==> src/design/ess_pkg.sv <==
`default_nettype none

package ess_pkg;

  localparam int unsigned TABLE_DEPTH_DEF = 1024;
  localparam int unsigned POS_W           = 10;
  localparam int unsigned COUNT_W         = 11;
  localparam int unsigned DATA_W          = 32;

  localparam logic CMD_WRITE  = 1'b0;
  localparam logic CMD_SEARCH = 1'b1;

  typedef struct packed {
    logic                     command;
    logic [POS_W-1:0]         address;
    logic signed [DATA_W-1:0] element_value;
    logic signed [DATA_W-1:0] search_key;
  } in_word_t;

  typedef struct packed {
    logic             found;
    logic [POS_W-1:0] position;
  } out_word_t;

  // three-way compare flags of table entry against key
  typedef struct packed {
    logic eq;
    logic lt;
  } cmp_t;

  typedef enum logic [2:0] {
    ST_IDLE,
    ST_ZERO,
    ST_DBL,
    ST_BSET,
    ST_BIN
  } state_e;

endpackage

`default_nettype wire

==> src/design/ess_cmp.sv <==
`default_nettype none

// Shared signed comparator: every probe of the search goes through it.
module ess_cmp (
  input  logic signed [ess_pkg::DATA_W-1:0] entry_i,
  input  logic signed [ess_pkg::DATA_W-1:0] key_i,
  output ess_pkg::cmp_t                     res_o
);

  assign res_o.eq = (entry_i == key_i);
  assign res_o.lt = (entry_i < key_i);

endmodule

`default_nettype wire

==> config.mk <==
export PLATFORM = sky130hd
export DESIGN_NAME = ess_cmp
export DESIGN_NICKNAME = d
export VERILOG_FILES = /design/src/design/ess_pkg.sv /design/src/design/ess_cmp.sv
export SDC_FILE = /design/constraint.sdc
export NUM_CORES = 1
export LEC_CHECK = 0
export ABC_AREA = 1
export BUFFER_PORTS_ARGS = -buffer_cell sky130_fd_sc_hd__buf_2
export CAP_MARGIN = 15
export CORE_MARGIN = 3
export CORE_UTILIZATION = 39
export DETAILED_ROUTE_END_ITERATION = 8
export PLACE_DENSITY = 0.91
export SLEW_MARGIN = 20
export SYNTH_ARGS = -nofsm -noshare
export SYNTH_HDL_FRONTEND = slang
export SYNTH_SLANG_ARGS = --single-unit
==> constraint.sdc <==
create_clock -name vclk -period 1
set_clock_uncertainty 0.1 [all_clocks]
set_input_delay 0.05 -clock vclk [all_inputs]
set_output_delay 0.05 -clock vclk [all_outputs]
set_load 0.01 [all_outputs]
==> impl_metrics.yaml <==
status:
  status: "complete, but fails checks"
  violations: "setup timing"
floorplan:
  die-area_sq_um: 2880
  coreArea_sq_um: 2060
  die_w_um: 53.7
  die_height_um: 53.7
  pin_count: 66
  initial_core_util_pct: 43.0
  rows: 16
timing:
  finalCriticalPeriod_ns: 1.59
  setup-violations-final: 2
  period_share_pct: 159
  hold_viol_final: 0
  rsz0062_at_grt: "yes"
  max_freq_mhz: 627
  worst_pin_slew_ns: 0.208
  tns_ns: -1.03
  final-max-slew-violation-count: 0
  timing.final.ws_setup_ns: -0.595
  max_slew_margin_pct: 86.0
cells_and_area:
  utilization_pct: 87.6
  final_nets: 313
  layout-drive-gt1-share_pct: 65.6
  seq_cells: 0
  ff_latch_area_sq_um: 0
  clock_buffers: 0
  areaGrowthSynthToFinish_pct: 104
  n_antenna_cell: 0
setup_path:
  criticalPathCategory: "in -> out"
  path_max_fanout: 2
  start_kind: "input pin"
  arrival_ns: 1.44
  required_ns: 0.85
  cp-end-kind: "primary output"
power_and_ir_drop:
  p_comb_share_pct: 100.0
  total_power_w: 0.000816
  p_clk_share_pct: 0
  internal_power_w: 0.000422
  power.density_nw_per_um2: 452
  leakage_nw: 0.930
  p_sw_w: 0.000395
  p_seq_share_pct: 0
  ir_worst_vdd_mv: 0.292
  swShare_pct: 48.3
detailed_routing:
  first_pass_iters: 4
  wl_per_cell_um: 15.8
  vias: 1260
  totalWireLength_mm: 3.82
  drt_iter0_drc: 28
  drtAntennaViolNets: 0
  avgViaCountPerCell: 5.21
  drc: 0
synthesis:
  yosysTopAreaCell: "ha_1"
  yosysUniqueCellTypes: 16
  postSynthAreaPerCell_sq_um: 6.15
  syn_area_sq_um: 886
  ys_seq_area_share_pct: 0
  synthTopCellsByCount: "inv_1 (40), nand2_1 (34), ha_1 (32), a21oi_1 (12), nor2_1 (9)"
  synth_top_area_share_pct: 45.2
  synth_area_leaders: "ha_1 (45%), inv_1 (17%), nand2_1 (14%), a21oi_1 (6.8%), nor2_1 (3.8%)"
  syn-num-nets: 240
  synth_most_common_cell: "inv_1"
  syn_inst: 144
  ys.warnings.count: 0
hold_path:
  hold_class: "in -> out"
cts:
  cts_setup_buffers: 0
global_routing:
  grt_pass1_wl_mm: 4.74
  overflow: 0
  grt_max_degree: 4
  track_usage_pct: 21.8
  grt_pass1_vias: 1187
  antenna_found_initial: 0
placed_design:
  finalWeightedCongestion: 0.782
  dp_hpwl_mm: 2.33
  io_buffers: 66
  place_ws_ns: -0.443
flow_run:
  drv_cap: 0
[what timing repair did]
item / CTS / global route
pin swaps: 36 / 10
hold endpoints to repair: 0 / 0
gates resized for setup: 41 / 17
setup endpoints to repair: 2 / 2
hold buffers: 0 / 0
[through the flow]
| stage | hold WS [ns] | cell area [sq um] | instances |
|---|---|---|---|
| floorplan | 0.276 | 1120 | 144 |
| global placement | 0.544 | 1520 | 242 |
| detailed placement | 0.550 | 1520 | 242 |
| CTS | 0.528 | 1720 | 242 |
| global route | 0.578 | 1810 | 242 |
| finish | 0.579 | 1810 | 242 |
[worst paths after layout]
path,startpoint,end,slack (ns),cells after the start
worst max-delay path,entry_i[1],res_o[0],-0.59,15
worst min-delay path,entry_i[1],res_o[1],0.58,5
[placed cells by master, fill, tap and decap left out, types with 2 or more instances in the layout]
cell     netlist  routed
nor2_4         0       2
nor2_1         9       7
inv_2          0      12
buf_4          0       6
ha_1          32       8
inv_1         40      19
buf_6          0      15
nand2_1       34      26
inv_4          0       7
a21oi_1       12       7
ha_4           0      24
o21ai_1        0       2
nor3_2         1       3
buf_2          0      50
nand4_1        2       2
nand2_2        2       8
nand2_4        0       2
a21oi_2        1       5
nand3_1        3       2
[critical path, stage by stage]
cell and delay (ns):
buf_6 0.10, ha_4 0.23, nand2_1 0.07, nand2_1 0.06
nand2_1 0.09, nand2_1 0.08, nand2_1 0.09, nand2_1 0.10
nand2_1 0.09, nand2_1 0.06, nand2_1 0.10, nand2_1 0.08
nand2_1 0.09, nand2_2 0.05, buf_6 0.11
[logic make-up (layout without fill, tap and decap cells)]
| logic type | after synthesis | count (layout) | synth area share, % |
|---|---|---|---|
| buf+inv | 40 | 111 | 16.9 |
| compound gates | 17 | 17 | 10.7 |
| fa+ha+maj | 32 | 32 | 45.2 |
| simple gates | 55 | 55 | 27.1 |
[layout make-up]
cell class                 instances  area, sq um
multi-input combinational        104         1120
fill                             100          256
timing repair buffer              71          464
inverter                          40          185
tap                               27         33.8
[power groups by stage]
stage | clock network, W | registers (W) | logic (W)
floorplan | 0 | 0 | 0.000333
global placement | 0 | 0 | 0.000556
detailed placement | 0 | 0 | 0.000587
CTS | 0 | 0 | 0.000711
global route | 0 | 0 | 0.000886
finish | 0 | 0 | 0.000816
[per-layer routing]
| layer | global-route usage, % | vias up | routed length, um |
|---|---|---|---|
| met1 | 20.1 | 571 | 1360 |
| met5 | 0 | - | 0 |
| met2 | 45.6 | 71 | 2030 |
| met3 | 2.49 | 20 | 232 |
| li1 | - | 598 | - |
| met4 | 10.2 | 0 | 204 |
(Power assumes the default switching activity.)
